==> src/design/cstok_pkg.sv <==
// Shared types and constants for the comment-skipping text tokenizer.
`timescale 1ns / 1ps

package cstok_pkg;

  // Lexer modes
  typedef enum logic [2:0] {
    MODE_IDLE       = 3'd0,
    MODE_SLASH      = 3'd1,
    MODE_LINE       = 3'd2,
    MODE_BLOCK      = 3'd3,
    MODE_BLOCK_STAR = 3'd4,
    MODE_QUOTE      = 3'd5,
    MODE_WORD       = 3'd6
  } mode_e;

  // Result kinds
  typedef enum logic [1:0] {
    KIND_CHAR  = 2'd0,
    KIND_EMPTY = 2'd1,
    KIND_BREAK = 2'd2,
    KIND_END   = 2'd3
  } kind_e;

  // Emitter phase within one queued command
  typedef enum logic [1:0] {
    PH_TOK = 2'd0,
    PH_BRK = 2'd1,
    PH_END = 2'd2
  } phase_e;

  // What one accepted byte asks the emitter to send
  typedef struct packed {
    logic has_tok;  // a finished token
    logic empty;    // token goes out as an empty marker
    logic quoted;   // token came from a quoted string
    logic brk;      // line-break marker
    logic fin;      // end-of-text marker
  } cmd_flags_t;

  // Character codes
  localparam logic [7:0] CH_NUL   = 8'h00;
  localparam logic [7:0] CH_NL    = 8'h0A;
  localparam logic [7:0] CH_SPACE = 8'h20;
  localparam logic [7:0] CH_QUOTE = 8'h22;
  localparam logic [7:0] CH_STAR  = 8'h2A;
  localparam logic [7:0] CH_SLASH = 8'h2F;

  // Command queue between lexer and emitter
  localparam int QDEPTH = 4;
  localparam int QIDX_W = 2;

  // Stream widths
  localparam int TDATA_W = 24;
  localparam int TUSER_W = 2;

endpackage

==> src/design/cstok_lexer.sv <==
// Front end: byte classifier and lexer state machine, writes token bytes to the ring.
`timescale 1ns / 1ps

module cstok_lexer
  import cstok_pkg::*;
#(
  parameter int TOKEN_CHARS = 32,
  parameter int RING_AW     = 7,
  parameter int CNT_W       = 6
) (
  input  logic               clk_i,
  input  logic               rst_ni,
  input  logic               lb_allowed_i,
  input  logic               in_valid_i,
  output logic               in_ready_o,
  input  logic [7:0]         in_byte_i,
  input  logic [RING_AW:0]   rel_ptr_i,
  input  logic               cmd_ready_i,
  output logic               cmd_valid_o,
  output cmd_flags_t         cmd_flags_o,
  output logic [RING_AW-1:0] cmd_base_o,
  output logic [CNT_W-1:0]   cmd_count_o,
  output logic               wr_en_o,
  output logic [RING_AW-1:0] wr_addr_o,
  output logic [7:0]         wr_data_o
);

  localparam int PTR_W = RING_AW + 1;
  localparam int RING  = 1 << RING_AW;
  localparam logic [PTR_W-1:0] USED_MAX = PTR_W'(RING - TOKEN_CHARS);
  localparam logic [CNT_W-1:0] CNT_MAX  = CNT_W'(TOKEN_CHARS);

  mode_e              mode_q, mode_d;
  logic [CNT_W-1:0]   count_q, count_d;
  logic               lm_q, lm_d;
  logic [PTR_W-1:0]   base_q, base_d;

  logic [PTR_W-1:0]   used;
  logic               acc;
  logic               is_white;
  logic [CNT_W-1:0]   wr_off;
  logic               fl_tok, fl_q, brk, fin, go_white;

  // Stall while the ring cannot take a full token or the queue is full
  assign used       = base_q - rel_ptr_i;
  assign in_ready_o = cmd_ready_i && (used <= USED_MAX);
  assign acc        = in_valid_i && in_ready_o;
  assign is_white   = (in_byte_i <= CH_SPACE);

  // Lexer next state
  always_comb begin
    mode_d    = mode_q;
    count_d   = count_q;
    lm_d      = lm_q;
    base_d    = base_q;
    wr_en_o   = 1'b0;
    wr_off    = count_q;
    wr_data_o = in_byte_i;
    fl_tok    = 1'b0;
    fl_q      = 1'b0;
    brk       = 1'b0;
    fin       = 1'b0;
    go_white  = 1'b0;
    if (acc) begin
      if (in_byte_i == CH_NUL) begin
        case (mode_q)
          MODE_WORD, MODE_SLASH: fl_tok = 1'b1;
          MODE_QUOTE: begin
            fl_tok = 1'b1;
            fl_q   = 1'b1;
          end
          default: ;
        endcase
        fin    = 1'b1;
        mode_d = MODE_IDLE;
        lm_d   = 1'b0;
      end else begin
        case (mode_q)
          MODE_SLASH: begin
            // the slash already sits at offset 0 with count 1
            if (in_byte_i == CH_SLASH) begin
              mode_d = MODE_LINE;
            end else if (in_byte_i == CH_STAR) begin
              mode_d = MODE_BLOCK;
            end else if (!is_white) begin
              wr_en_o = 1'b1;
              count_d = count_q + CNT_W'(1);
              mode_d  = MODE_WORD;
            end else begin
              fl_tok   = 1'b1;
              go_white = 1'b1;
            end
          end
          MODE_LINE: begin
            if (in_byte_i == CH_NL) go_white = 1'b1;
          end
          MODE_BLOCK: begin
            if (in_byte_i == CH_STAR) mode_d = MODE_BLOCK_STAR;
          end
          MODE_BLOCK_STAR: begin
            if (in_byte_i == CH_SLASH) begin
              mode_d = MODE_IDLE;
            end else if (in_byte_i != CH_STAR) begin
              mode_d = MODE_BLOCK;
            end
          end
          MODE_QUOTE: begin
            if (in_byte_i == CH_QUOTE) begin
              fl_tok = 1'b1;
              fl_q   = 1'b1;
              mode_d = MODE_IDLE;
            end else if (count_q < CNT_MAX) begin
              wr_en_o = 1'b1;
              count_d = count_q + CNT_W'(1);
            end
          end
          MODE_WORD: begin
            if (!is_white) begin
              if (count_q < CNT_MAX) begin
                wr_en_o = 1'b1;
                count_d = count_q + CNT_W'(1);
              end
            end else begin
              fl_tok   = 1'b1;
              go_white = 1'b1;
            end
          end
          default: begin
            if (is_white) begin
              go_white = 1'b1;
            end else begin
              lm_d   = 1'b0;
              wr_off = '0;
              if (in_byte_i == CH_SLASH) begin
                wr_en_o   = 1'b1;
                wr_data_o = CH_SLASH;
                count_d   = CNT_W'(1);
                mode_d    = MODE_SLASH;
              end else if (in_byte_i == CH_QUOTE) begin
                count_d = '0;
                mode_d  = MODE_QUOTE;
              end else begin
                wr_en_o = 1'b1;
                count_d = CNT_W'(1);
                mode_d  = MODE_WORD;
              end
            end
          end
        endcase
        // whitespace: back to idle, one marker per run holding a newline while line breaks are not allowed
        if (go_white) begin
          mode_d = MODE_IDLE;
          if (in_byte_i == CH_NL && !lb_allowed_i && !lm_q) begin
            brk  = 1'b1;
            lm_d = 1'b1;
          end
        end
      end
      // a finished token hands its bytes to the emitter
      if (fl_tok) base_d = base_q + PTR_W'(count_q);
      if (fl_tok || fin) count_d = '0;
    end
  end

  assign wr_addr_o = base_q[RING_AW-1:0] + RING_AW'(wr_off);

  // Command to the queue
  assign cmd_valid_o         = acc && (fl_tok || brk || fin);
  assign cmd_flags_o.has_tok = fl_tok;
  assign cmd_flags_o.empty   = fl_q ? (count_q == '0) : (count_q >= CNT_MAX);
  assign cmd_flags_o.quoted  = fl_q;
  assign cmd_flags_o.brk     = brk;
  assign cmd_flags_o.fin     = fin;
  assign cmd_base_o          = base_q[RING_AW-1:0];
  assign cmd_count_o         = count_q;

  // State registers
  always_ff @(posedge clk_i or negedge rst_ni) begin
    if (!rst_ni) begin
      mode_q  <= MODE_IDLE;
      count_q <= '0;
      lm_q    <= 1'b0;
      base_q  <= '0;
    end else begin
      mode_q  <= mode_d;
      count_q <= count_d;
      lm_q    <= lm_d;
      base_q  <= base_d;
    end
  end

endmodule

==> src/design/cstok_emitter.sv <==
// Back end: command queue, token byte ring and result sequencer with output register.
`timescale 1ns / 1ps

module cstok_emitter
  import cstok_pkg::*;
#(
  parameter int RING_AW     = 7,
  parameter int CNT_W       = 6
) (
  input  logic               clk_i,
  input  logic               rst_ni,
  input  logic               cmd_valid_i,
  output logic               cmd_ready_o,
  input  cmd_flags_t         cmd_flags_i,
  input  logic [RING_AW-1:0] cmd_base_i,
  input  logic [CNT_W-1:0]   cmd_count_i,
  input  logic               wr_en_i,
  input  logic [RING_AW-1:0] wr_addr_i,
  input  logic [7:0]         wr_data_i,
  output logic [RING_AW:0]   rel_ptr_o,
  output logic               out_valid_o,
  input  logic               out_ready_i,
  output kind_e              out_kind_o,
  output logic [7:0]         out_byte_o,
  output logic [4:0]         out_pos_o,
  output logic [5:0]         out_len_o,
  output logic               out_quoted_o,
  output logic               out_last_o
);

  localparam int PTR_W = RING_AW + 1;
  localparam int RING  = 1 << RING_AW;

  // Command queue
  cmd_flags_t         qf_q [QDEPTH];
  logic [RING_AW-1:0] qb_q [QDEPTH];
  logic [CNT_W-1:0]   qc_q [QDEPTH];
  logic [QIDX_W-1:0]  wp_q, rp_q;
  logic [QIDX_W:0]    qn_q;

  // Token byte ring
  logic [7:0]         mem [RING];
  logic [7:0]         rd_q;

  // Sequencer
  phase_e             phase_q, phase_d;
  logic [CNT_W-1:0]   idx_q, idx_d;
  logic [PTR_W-1:0]   rel_q, rel_d;
  logic               pop;

  // Output register
  logic               ov_q;
  kind_e              ok_q;
  logic [4:0]         op_q;
  logic [5:0]         ol_q;
  logic               oq_q, olast_q;

  cmd_flags_t         hf;
  logic [RING_AW-1:0] hb;
  logic [CNT_W-1:0]   hc;
  logic               head_v, advance, issue;
  logic               tok_here, brk_here, tok_final;
  kind_e              r_kind;
  logic [4:0]         r_pos;
  logic [5:0]         r_len, idx6;
  logic               r_quoted, r_last;

  assign cmd_ready_o = (qn_q != (QIDX_W + 1)'(QDEPTH));
  assign head_v      = (qn_q != '0);
  assign hf          = qf_q[rp_q];
  assign hb          = qb_q[rp_q];
  assign hc          = qc_q[rp_q];
  assign advance     = !ov_q || out_ready_i;
  assign issue       = advance && head_v;
  assign idx6        = 6'(idx_q);

  // Pick the result for the head command
  always_comb begin
    tok_here  = (phase_q == PH_TOK) && hf.has_tok;
    brk_here  = !tok_here && hf.brk && (phase_q != PH_END);
    tok_final = hf.empty || ((idx_q + CNT_W'(1)) == hc);
    r_kind    = KIND_END;
    r_pos     = '0;
    r_len     = '0;
    r_quoted  = 1'b0;
    r_last    = 1'b1;
    if (tok_here) begin
      r_kind   = hf.empty ? KIND_EMPTY : KIND_CHAR;
      r_quoted = hf.quoted;
      r_last   = tok_final && !hf.brk && !hf.fin;
      if (!hf.empty) begin
        r_pos = idx6[4:0];
        r_len = 6'(hc);
      end
    end else if (brk_here) begin
      r_kind = KIND_BREAK;
      r_last = !hf.fin;
    end
  end

  // Sequencer next state
  always_comb begin
    phase_d = phase_q;
    idx_d   = idx_q;
    rel_d   = rel_q;
    pop     = 1'b0;
    if (issue) begin
      if (r_last) begin
        pop     = 1'b1;
        phase_d = PH_TOK;
        idx_d   = '0;
        if (hf.has_tok) rel_d = rel_q + PTR_W'(hc);
      end else if (tok_here) begin
        if (tok_final) begin
          phase_d = PH_BRK;
          idx_d   = '0;
        end else begin
          idx_d = idx_q + CNT_W'(1);
        end
      end else begin
        phase_d = PH_END;
      end
    end
  end

  assign rel_ptr_o = rel_q;

  // Queue storage
  always_ff @(posedge clk_i) begin
    if (cmd_valid_i) begin
      qf_q[wp_q] <= cmd_flags_i;
      qb_q[wp_q] <= cmd_base_i;
      qc_q[wp_q] <= cmd_count_i;
    end
  end

  // Queue pointers and sequencer state
  always_ff @(posedge clk_i or negedge rst_ni) begin
    if (!rst_ni) begin
      wp_q    <= '0;
      rp_q    <= '0;
      qn_q    <= '0;
      phase_q <= PH_TOK;
      idx_q   <= '0;
      rel_q   <= '0;
    end else begin
      if (cmd_valid_i) wp_q <= wp_q + QIDX_W'(1);
      if (pop) rp_q <= rp_q + QIDX_W'(1);
      case ({cmd_valid_i, pop})
        2'b10:   qn_q <= qn_q + (QIDX_W + 1)'(1);
        2'b01:   qn_q <= qn_q - (QIDX_W + 1)'(1);
        default: qn_q <= qn_q;
      endcase
      phase_q <= phase_d;
      idx_q   <= idx_d;
      rel_q   <= rel_d;
    end
  end

  // Ring write port
  always_ff @(posedge clk_i) begin
    if (wr_en_i) mem[wr_addr_i] <= wr_data_i;
  end

  // Ring read port, held while the output stalls
  always_ff @(posedge clk_i) begin
    if (issue) rd_q <= mem[hb + RING_AW'(idx_q)];
  end

  // Output register
  always_ff @(posedge clk_i or negedge rst_ni) begin
    if (!rst_ni) begin
      ov_q <= 1'b0;
    end else if (advance) begin
      ov_q <= issue;
    end
  end

  always_ff @(posedge clk_i) begin
    if (issue) begin
      ok_q    <= r_kind;
      op_q    <= r_pos;
      ol_q    <= r_len;
      oq_q    <= r_quoted;
      olast_q <= r_last;
    end
  end

  assign out_valid_o  = ov_q;
  assign out_kind_o   = ok_q;
  assign out_byte_o   = (ok_q == KIND_CHAR) ? rd_q : 8'h00;
  assign out_pos_o    = op_q;
  assign out_len_o    = ol_q;
  assign out_quoted_o = oq_q;
  assign out_last_o   = olast_q;

  // Queue never overfills
  a_q_bound: assert property (@(posedge clk_i) disable iff (!rst_ni)
    qn_q <= (QIDX_W + 1)'(QDEPTH))
    else $error("command queue count out of range");

  // Lexer pushes only when there is room
  a_no_push_full: assert property (@(posedge clk_i) disable iff (!rst_ni)
    cmd_valid_i |-> cmd_ready_o)
    else $error("push into full command queue");

  // Character reads stay inside the token
  a_idx_in_tok: assert property (@(posedge clk_i) disable iff (!rst_ni)
    (issue && tok_here && !hf.empty) |-> (idx_q < hc))
    else $error("token read past its length");

endmodule

==> src/design/comment_skipping_text_tokenizer_core.sv <==
// Top level of the comment-skipping text tokenizer: config register, lexer and emitter.
`timescale 1ns / 1ps
// Takes one text byte per cycle while ring and command queue have room; results leave at one
// per cycle while the output is ready. An accepted byte's command goes into the command queue,
// and its first result then goes into the output register, from which it is taken.
// A byte that ends a token has each token character and any break and end marker sent as results;
// the lexer runs ahead through a 4-entry command queue and a token byte ring of 4 tokens' depth.
// Reset (async, active low) idles the lexer, empties queue and ring, clears the config bit.

module comment_skipping_text_tokenizer_core
  import cstok_pkg::*;
#(
  parameter int TOKEN_CHARS = 32
) (
  input  logic               clk_i,
  input  logic               rst_ni,
  // config: bit 0 = line_breaks_allowed
  input  logic               cfg_valid_i,
  output logic               cfg_ready_o,
  input  logic               cfg_data_i,
  // tdata: [7:0] text_byte
  input  logic               s_axis_tvalid,
  output logic               s_axis_tready,
  input  logic [7:0]         s_axis_tdata,
  // tdata: [7:0] token_byte, [12:8] position, [18:13] token_length, [19] quoted, [23:20] zero
  output logic               m_axis_tvalid,
  input  logic               m_axis_tready,
  output logic [TDATA_W-1:0] m_axis_tdata,
  // tuser: [1:0] kind
  output logic [TUSER_W-1:0] m_axis_tuser,
  output logic               m_axis_tlast
);

  localparam int RING_AW = $clog2(TOKEN_CHARS) + 2;
  localparam int CNT_W   = $clog2(TOKEN_CHARS + 1);

  logic               lb_q;
  logic               cmd_valid, cmd_ready;
  cmd_flags_t         cmd_flags;
  logic [RING_AW-1:0] cmd_base;
  logic [CNT_W-1:0]   cmd_count;
  logic               wr_en;
  logic [RING_AW-1:0] wr_addr;
  logic [7:0]         wr_data;
  logic [RING_AW:0]   rel_ptr;
  kind_e              o_kind;
  logic [7:0]         o_byte;
  logic [4:0]         o_pos;
  logic [5:0]         o_len;
  logic               o_quoted;

  // Config register
  assign cfg_ready_o = 1'b1;
  always_ff @(posedge clk_i or negedge rst_ni) begin
    if (!rst_ni) begin
      lb_q <= 1'b0;
    end else if (cfg_valid_i) begin
      lb_q <= cfg_data_i;
    end
  end

  cstok_lexer #(
    .TOKEN_CHARS (TOKEN_CHARS),
    .RING_AW     (RING_AW),
    .CNT_W       (CNT_W)
  ) u_lexer (
    .clk_i        (clk_i),
    .rst_ni       (rst_ni),
    .lb_allowed_i (lb_q),
    .in_valid_i   (s_axis_tvalid),
    .in_ready_o   (s_axis_tready),
    .in_byte_i    (s_axis_tdata),
    .rel_ptr_i    (rel_ptr),
    .cmd_ready_i  (cmd_ready),
    .cmd_valid_o  (cmd_valid),
    .cmd_flags_o  (cmd_flags),
    .cmd_base_o   (cmd_base),
    .cmd_count_o  (cmd_count),
    .wr_en_o      (wr_en),
    .wr_addr_o    (wr_addr),
    .wr_data_o    (wr_data)
  );

  cstok_emitter #(
    .RING_AW     (RING_AW),
    .CNT_W       (CNT_W)
  ) u_emitter (
    .clk_i        (clk_i),
    .rst_ni       (rst_ni),
    .cmd_valid_i  (cmd_valid),
    .cmd_ready_o  (cmd_ready),
    .cmd_flags_i  (cmd_flags),
    .cmd_base_i   (cmd_base),
    .cmd_count_i  (cmd_count),
    .wr_en_i      (wr_en),
    .wr_addr_i    (wr_addr),
    .wr_data_i    (wr_data),
    .rel_ptr_o    (rel_ptr),
    .out_valid_o  (m_axis_tvalid),
    .out_ready_i  (m_axis_tready),
    .out_kind_o   (o_kind),
    .out_byte_o   (o_byte),
    .out_pos_o    (o_pos),
    .out_len_o    (o_len),
    .out_quoted_o (o_quoted),
    .out_last_o   (m_axis_tlast)
  );

  // Pack the result item
  assign m_axis_tdata = {4'b0000, o_quoted, o_len, o_pos, o_byte};
  assign m_axis_tuser = o_kind;

endmodule
==> config.mk <==
export PLATFORM = sky130hd
export DESIGN_NAME = comment_skipping_text_tokenizer_core
export DESIGN_NICKNAME = d
export VERILOG_FILES = /design/src/design/cstok_pkg.sv /design/src/design/cstok_lexer.sv /design/src/design/cstok_emitter.sv /design/src/design/comment_skipping_text_tokenizer_core.sv
export SDC_FILE = /design/constraint.sdc
export NUM_CORES = 1
export LEC_CHECK = 0
export ABC_AREA = 1
export ABC_CLOCK_PERIOD_IN_PS = 6260
export BUFFER_PORTS_ARGS = -buffer_cell sky130_fd_sc_hd__buf_2
export CORE_MARGIN = 10
export CORE_UTILIZATION = 55
export CTS_CLUSTER_SIZE = 16
export DETAILED_ROUTE_END_ITERATION = 8
export HOLD_SLACK_MARGIN = 0.02
export PLACE_DENSITY = 0.76
export SYNTH_ARGS = -nofsm -noshare
export SYNTH_HDL_FRONTEND = slang
export SYNTH_SLANG_ARGS = --single-unit
==> constraint.sdc <==
create_clock -name clk_i -period 6.26 [get_ports clk_i]
set_input_delay 1.252 -clock clk_i [delete_from_list [all_inputs] [get_ports clk_i]]
set_output_delay 1.252 -clock clk_i [all_outputs]
set_load 0.01 [all_outputs]
=== Word level (Yosys, flattened, before mapping) ===
Memory sizes are Yosys's and may differ from the RTL's. A register that Yosys moved wholly into a read port is not among the register bits.
Cells that the tools add are included.

* Bits in latches: 0
* Register bits after elaboration: 58
* RAM bits: 1,096
* ROM bits: 0
* Output and inout port bits: 30
* Bits of input ports: 14
* Logic and storage cells: 204
* Memories kept: 4

{| class="wikitable"
|+ Memory list
! memory !! depth !! width !! rd ports !! clocked after Yosys merged registers in !! write ports !! RTL line !! RTL
|-
| u_emitter.mem || 128 || 8 || 1 || 1 || 1 || cstok_emitter.sv:42 || <nowiki>logic [7:0] mem [RING];</nowiki>
|-
| u_emitter.qb_q || 4 || 7 || 1 || 0 || 1 || cstok_emitter.sv:36 || <nowiki>logic [RING_AW-1:0] qb_q [QDEPTH];</nowiki>
|-
| u_emitter.qc_q || 4 || 6 || 1 || 0 || 1 || cstok_emitter.sv:37 || <nowiki>logic [CNT_W-1:0] qc_q [QDEPTH];</nowiki>
|-
| u_emitter.qf_q || 4 || 5 || 1 || 0 || 1 || cstok_emitter.sv:35 || <nowiki>cmd_flags_t qf_q [QDEPTH];</nowiki>
|}

* Divide/modulo/power cells: 0
* Reduce and logical (&&, ||, !) cells: 41
* Multipliers: 0
* Muxes and demuxes: 95
* $add $sub $neg: 11
* Shifts and indexed selects: 0
* Magnitude comparators: 4
* Equality and inequality tests: 31
* Bitwise operators: 1

{| class="wikitable"
|+ Operators with widths
! kind !! count
|-
| 6-bit 2-to-1 mux || 17
|-
| 1-bit 2-to-1 mux || 50
|-
| 8-bit 2-to-1 mux || 6
|-
| 3-bit 2-to-1 mux || 11
|-
| 8-bit by 6-bit == test with 1-bit output (second input constant) || 3
|-
| 3-bit != test (second input constant) || 8
|-
| 6-bit case mux with 4 select lines || 1
|-
| 8-bit by 6-bit adder with 8-bit output || 2
|-
| 3-bit case mux with 5 select lines || 1
|-
| 7-bit by 6-bit adder with 7-bit output || 2
|-
| 6-bit by 1-bit adder with 6-bit output (second input constant) || 2
|-
| 1-bit logical AND || 11
|-
| 2-bit 2-to-1 mux || 5
|-
| 3-bit == test (second input constant) || 3
|-
| 9-bit AND reduction || 1
|-
| 3-bit OR reduction || 3
|-
| 8-bit by 4-bit == test with 1-bit output (second input constant) || 1
|-
| 8-bit by 6-bit less-or-equal comparator with 1-bit output (second input constant) || 1
|-
| 8-bit by 7-bit less-or-equal comparator with 1-bit output (second input constant) || 1
|-
| 8-bit logical NOT || 1
|-
| 4-bit by 1-bit != test with 1-bit output (second input constant) || 2
|-
| 8-bit by 6-bit != test with 1-bit output (second input constant) || 1
|-
| 8-bit subtractor || 1
|-
| 7-bit != test (second input constant) || 1
|-
| 30 further kinds || 48
|}

=== Longest topological paths before layout ===
* Depth in word-level cells: 15
* Gate-level depth with buffers: 28
* Depth with buffers taken out: 27

=== Hierarchy ===
A second synthesis with hierarchy kept.

* Cells, all modules: 4,278
* Area, all modules: 49,677.6 um^2

{| class="wikitable"
|+ Modules (own cells, without submodules)
! module !! instances !! area each (um^2) !! cells an instance
|-
| cstok_emitter || 1 || 46,942.5 || 3,841
|-
| cstok_lexer || 1 || 2,642.5 || 424
|-
| comment_skipping_text_tokenizer_core || 1 || 92.6 || 13
|}

=== Least setup slack after synthesis ===
OpenSTA, ideal clock, no wires.

* Path kind: register -> register
* Start point: register u_lexer.base_q[1]
* End point: memory u_emitter.mem[32][0] (enable)
* Arrival time: 3.972 ns
* Cell stages (with the launch flop): 25
* Required time: 5.890 ns
* Setup slack: 1.917 ns
* Buffers on the path: 1
* Path through: dfrtp_1 ha_1 nand2_1 nand2_1 nand2_1 nand2_2 nand2_1 nand3b_1 a21oi_2 nand3_4 buf_2 inv_1 nand3_1 nand2_1 inv_1 ha_1 fa_1 a21oi_1 o21bai_1 nand3_1 nand2_1 xor2_1 and2_1 nand2_1 nor2_1

* Cells in the longest elaborated chain, start to end: 7
* Elaborated cells on any way between the ends: 9
* Classes of those cells: add/sub: 2; order compare: 1; mux: 4; reduce/logical: 2

{| class="wikitable"
|+ RTL lines
! what !! RTL line !! RTL
|-
| start: declaration || cstok_lexer.sv:36 || <nowiki>logic [PTR_W-1:0] base_q, base_d;</nowiki>
|-
| start signal: assignment || cstok_lexer.sv:188 || <nowiki>base_q <= base_d;</nowiki>
|-
| parallel branches: the longest is 7 deep, another holds 8-bit subtractor || n/a ||
|-
| end: declaration || cstok_emitter.sv:42 ||
|}

Parallel ways; which one is timed is not known.

=== Worst setup path in the final report ===
* Start point: register u_lexer.base_q[1]
* End point: memory u_emitter.mem[88][4] (enable)

The elaborated chain is that of the path after synthesis.

==> qor_table.md <==
| Group | Quantity | Reported |
|:---|:---|:---|
| setup path | Arrival @ worst endpoint | 5.85 ns |
| clock tree | Worst-Skew Late Latency | 0.69 ns |
| global route | Via count of the first global-routing pass | 31237 |
| setup path | Worst setup EP type | register |
| routing | Post-detailed-route DRC marker count | 0 |
| floorplan | Die outline width | 318 um |
| sta | Period utilisation layout | 88.6% |
| sta | Final hold violations | 0 |
| cells and area | Final antenna diode count | 0 |
| cells and area | Layout cells sized above 1 | 7.20% |
| clock tree | Number of post-CTS setup repair buffers | 0 |
| clock tree | CTS max path bufs | 3 |
| sta | Worst clock skew on the final layout | 0.0283 ns |
| clock tree | CTS tree | done |
| setup path | Register-to-register setup slack | 0.72 ns |
| placed design | Detailed placer's ending HPWL | 70.2 mm |
| yosys | Total of warnings raised by yosys | 0 |
| yosys | Number of flip-flops and latches in the synthesized netlist | 1162 |
| clock tree | Total of cells resized after clock tree synthesis | 0 |
| setup path | Critical Path Source Type | register |
| routing | Violation count after the first detailed-route iteration | 3956 |
| clock tree | Clock sinks | 1162 |
| power | Areal power density over the cells | 569 mW/mm^2 |
| sta | Max-slew violation count | 0 |
| setup path | Most common cell type on the critical path | nand2_1 |
| global route | Total congestion overflow | 0 |
| setup path | Cell type of the slowest stage on the worst timing path | nor2_1 |
| floorplan | Die area | 0.101 mm^2 |
| setup path | Start-to-end type of the worst setup path | reg2reg |
| clock tree | Root buffer selected by CTS | clkbuf_16 |
| run | Number of violations of the max-capacitance limit | 0 |
| cells and area | Most common cell after layout, fill and taps aside | edfxtp_1 |
| sta | Setup Total Neg Slack | 0 ns |
| cells and area | Utilization of the core after routing | 61.0% |
| yosys | Library cells used by synthesis | 52 |
| cells and area | Final cell count without fillers | 5330 |
| min path | Hold Path Class | reg2reg |
| global route | Pin count of the biggest net entering global routing | 143 |
| sta | Achievable clock frequency | 180 MHz |
| routing | Routed vias | 32316 |
| yosys | Mapped Avg Cell Area | 11.9 um^2 |
| sta | Time the final worst path needs with I/O delays and setup | 5.54 ns |
| outcome | Outcome | finished, final reports clean |
| power | Total Power Consumption | 30.7 mW |
| sta | Unrepaired setup endpoints after global routing | no |
| sta | Transition at the pin with the smallest max-transition slack | 1.10 ns |
| floorplan | Vertical extent of the die | 318 um |
| power | Worst-case vdd ir drop | 0.621 mV |
| yosys | Post-synthesis sequential area ratio | 70.9% |
| placed design | Number of buffer cells added on primary ports | 38 |
| clock tree | Maximum level of the CTS H-tree | 3 |
| clock tree | Clock transition at the register clock pins on the worst setup and hold paths after CTS | 0.06 ns |
| floorplan | Std-Cell Rows | 109 |
| floorplan | Core Footprint | 0.0884 mm^2 |
| min path | Hold path depth | 1 |
| routing | Routed vias/inst | 6.06 |
| global route | Total global-route track usage | 23.0% |
| cells and area | Signed area change from the synthesized netlist to the final layout | 10.2% |
| setup path | Delay of the slowest critical-path stage | 0.70 ns |
| yosys | Top post-synthesis cells by area | edfxtp_1 69%, nor2_1 7.5%, o21ai_0 5.8% |
| routing | Number of routed nets with antenna violations | 0 |
| clock tree | Count of hold buffers inserted by post-cts repair | 0 |
| setup path | Ordered list of cells on the worst path | ha_1 -> nand2_1 -> nand2_1 -> nand2_1 -> nand2_2 -> nand2_1 -> nand3b_1 -> a21oi_2 -> nand3_4 -> inv_1 -> nand3_1 -> nand2_1 -> inv_1 -> ha_1 -> fa_1 -> a21oi_1 -> o21bai_1 -> xor2_1 -> inv_1 -> nor2_1 -> nand2_1 -> nor2_1 |
| global route | Initial antenna violation count | 1 |
| global route | First-pass GRT wire length | 182 mm |
| clock tree | Number of buffers created by CTS | 113 |
| yosys | Top-area cell type share of the netlist area | 68.7% |
| setup path | Highest net fanout along the worst path | 12 |
| yosys | Post-synth EDFFs | 1119 |
| placed design | Cell Count Post-Placement | 5119 |
| yosys | Largest area contributor in the synthesized netlist | edfxtp_1 |
| yosys | Cells after synthesis | 4101 |
| routing | First-pass detailed-route iteration total | 6 |
| setup path | Logic depth of the worst register-to-register path | 22 |
| yosys | Primary flip-flop cell chosen by synthesis mapping | edfxtp_1 |
| sta | Count of endpoints failing setup in the final report | 0 |
| setup path | Critical path required time | 6.57 ns |
| floorplan | Starting density of the core | 55.3% |
| routing | Detailed Route WL | 121 mm |
| yosys | Share of flip-flops with an asynchronous set or reset | 3.70% |
| cells and area | Commonest cells after routing, fill and taps aside | 1119 x edfxtp_1, 983 x nor2_1, 566 x o21ai_0 |
| placed design | Weighted congestion at the end of routability-driven global placement | 0.898 |
| sta | Tightest slew margin relative to the limit | 26.8% |
| power | Standby leakage power | 18.2 nW |
| routing | DR WL/cell | 22.7 um |
| yosys | Mapped cell area | 0.0489 mm^2 |
| cells and area | Net total in the final layout | 4128 |
| floorplan | Top Ports | 44 |
synth_stat cells, drive strengths merged, types with 4 or more instances:
| cell | number |
|---|---|
| nand2 | 306 |
| clkbuf | 146 |
| o22ai | 7 |
| buf | 117 |
| o31ai | 4 |
| a21oi | 30 |
| nand4 | 17 |
| o21ai | 575 |
| and2 | 4 |
| nor2 | 987 |
| o21bai | 4 |
| fa | 5 |
| nand3 | 249 |
| edfxtp | 1119 |
| nor3 | 9 |
| inv | 115 |
| o211ai | 257 |
| xor2 | 22 |
| a21o | 16 |
| xnor2 | 11 |
| ha | 40 |
| dfrtp | 43 |
path summary, 6_finish.rpt:
check	end	from
min in group asynchronous	u_emitter.out_valid_o	rst_ni
worst max register to register	u_emitter.mem[88][4]	u_lexer.base_q[1]
max in group asynchronous	u_lexer.base_q[1]	rst_ni
worst min-delay path	u_emitter.qn_q[0]	u_emitter.qn_q[0]
worst max-delay path	u_emitter.mem[88][4]	u_lexer.base_q[1]
worst min register to register	u_emitter.qn_q[0]	u_emitter.qn_q[0]
layout make-up:
class                           count  area (um^2)
Clock buffer                      148         3020
Tap cell                         1165         1460
Timing Repair Buffer              113          998
Sequential cell                  1162        34700
Inverter                          116          445
Clock inverter                     63          593
Fill cell                        6578        34500
Multi-Input combinational cell   2563        12700
metal layers:
layer  track usage [%]  wire length [um]  up-vias
li1                  -                 -    14665
met1              29.3             45500    15556
met2              38.6             58800     1805
met3              4.29             12100      290
met4              8.92              4660        0
met5                 0                 0        -
cell families (layout without fill, tap and decap cells):
group | Yosys count | count (layout) | synth area share [%]
xor gates and xnor gates | 33 | 33 | 0.606
DFF | 1162 | 1162 | 70.9
adders and majority gates | 45 | 45 | 1.23
buffers and inverters | 379 | 440 | 3.26
AOI/OAI and AO/OA | 900 | 900 | 10.8
other | 2 | 5 | 0.0154
and+or+nand+nor | 1579 | 1579 | 13.2
muxes | 1 | 1 | 0.0230
flip-flops by register name (all words and copies together) (netlist names), 8 cells and up:
name                 count
u_emitter.mem         1024
u_emitter.qb_q          28
u_emitter.qc_q          24
u_emitter.qf_q          20
u_emitter.rd_q           8
u_emitter.rel_ptr_o      8
u_lexer.base_q           8
per-stage QoR:
step                instance area, um^2  hold slack [ns]  worst slack [ns]
floorplan                         48900            0.469              1.92
global placement                  50300            0.486             0.886
detailed placement                50300            0.498             0.693
CTS                               53900            0.510             0.809
global route                      53900            0.547             0.357
finish                            53900            0.509             0.716
critical path, delay by kind of cell (launching register included):
| kind | cells | cell delay (ns) |
|---|---|---|
| xor+xnor | 1 | 0.30 |
| fa+ha+maj | 3 | 1.03 |
| compound gates | 3 | 0.46 |
| simple gates | 12 | 2.52 |
| flops | 1 | 0.52 |
| buf+inv | 3 | 0.32 |
report_power, final:
part | leakage [nW] | internal, mW | switching (mW) | total [mW]
logic | 5.80 | 4.48 | 10.5 | 15.0
registers | 10.7 | 8.82 | 0.210 | 9.03
clock network | 1.75 | 3.81 | 2.83 | 6.63
No activity file was read; power rests on OpenSTA's default activity.
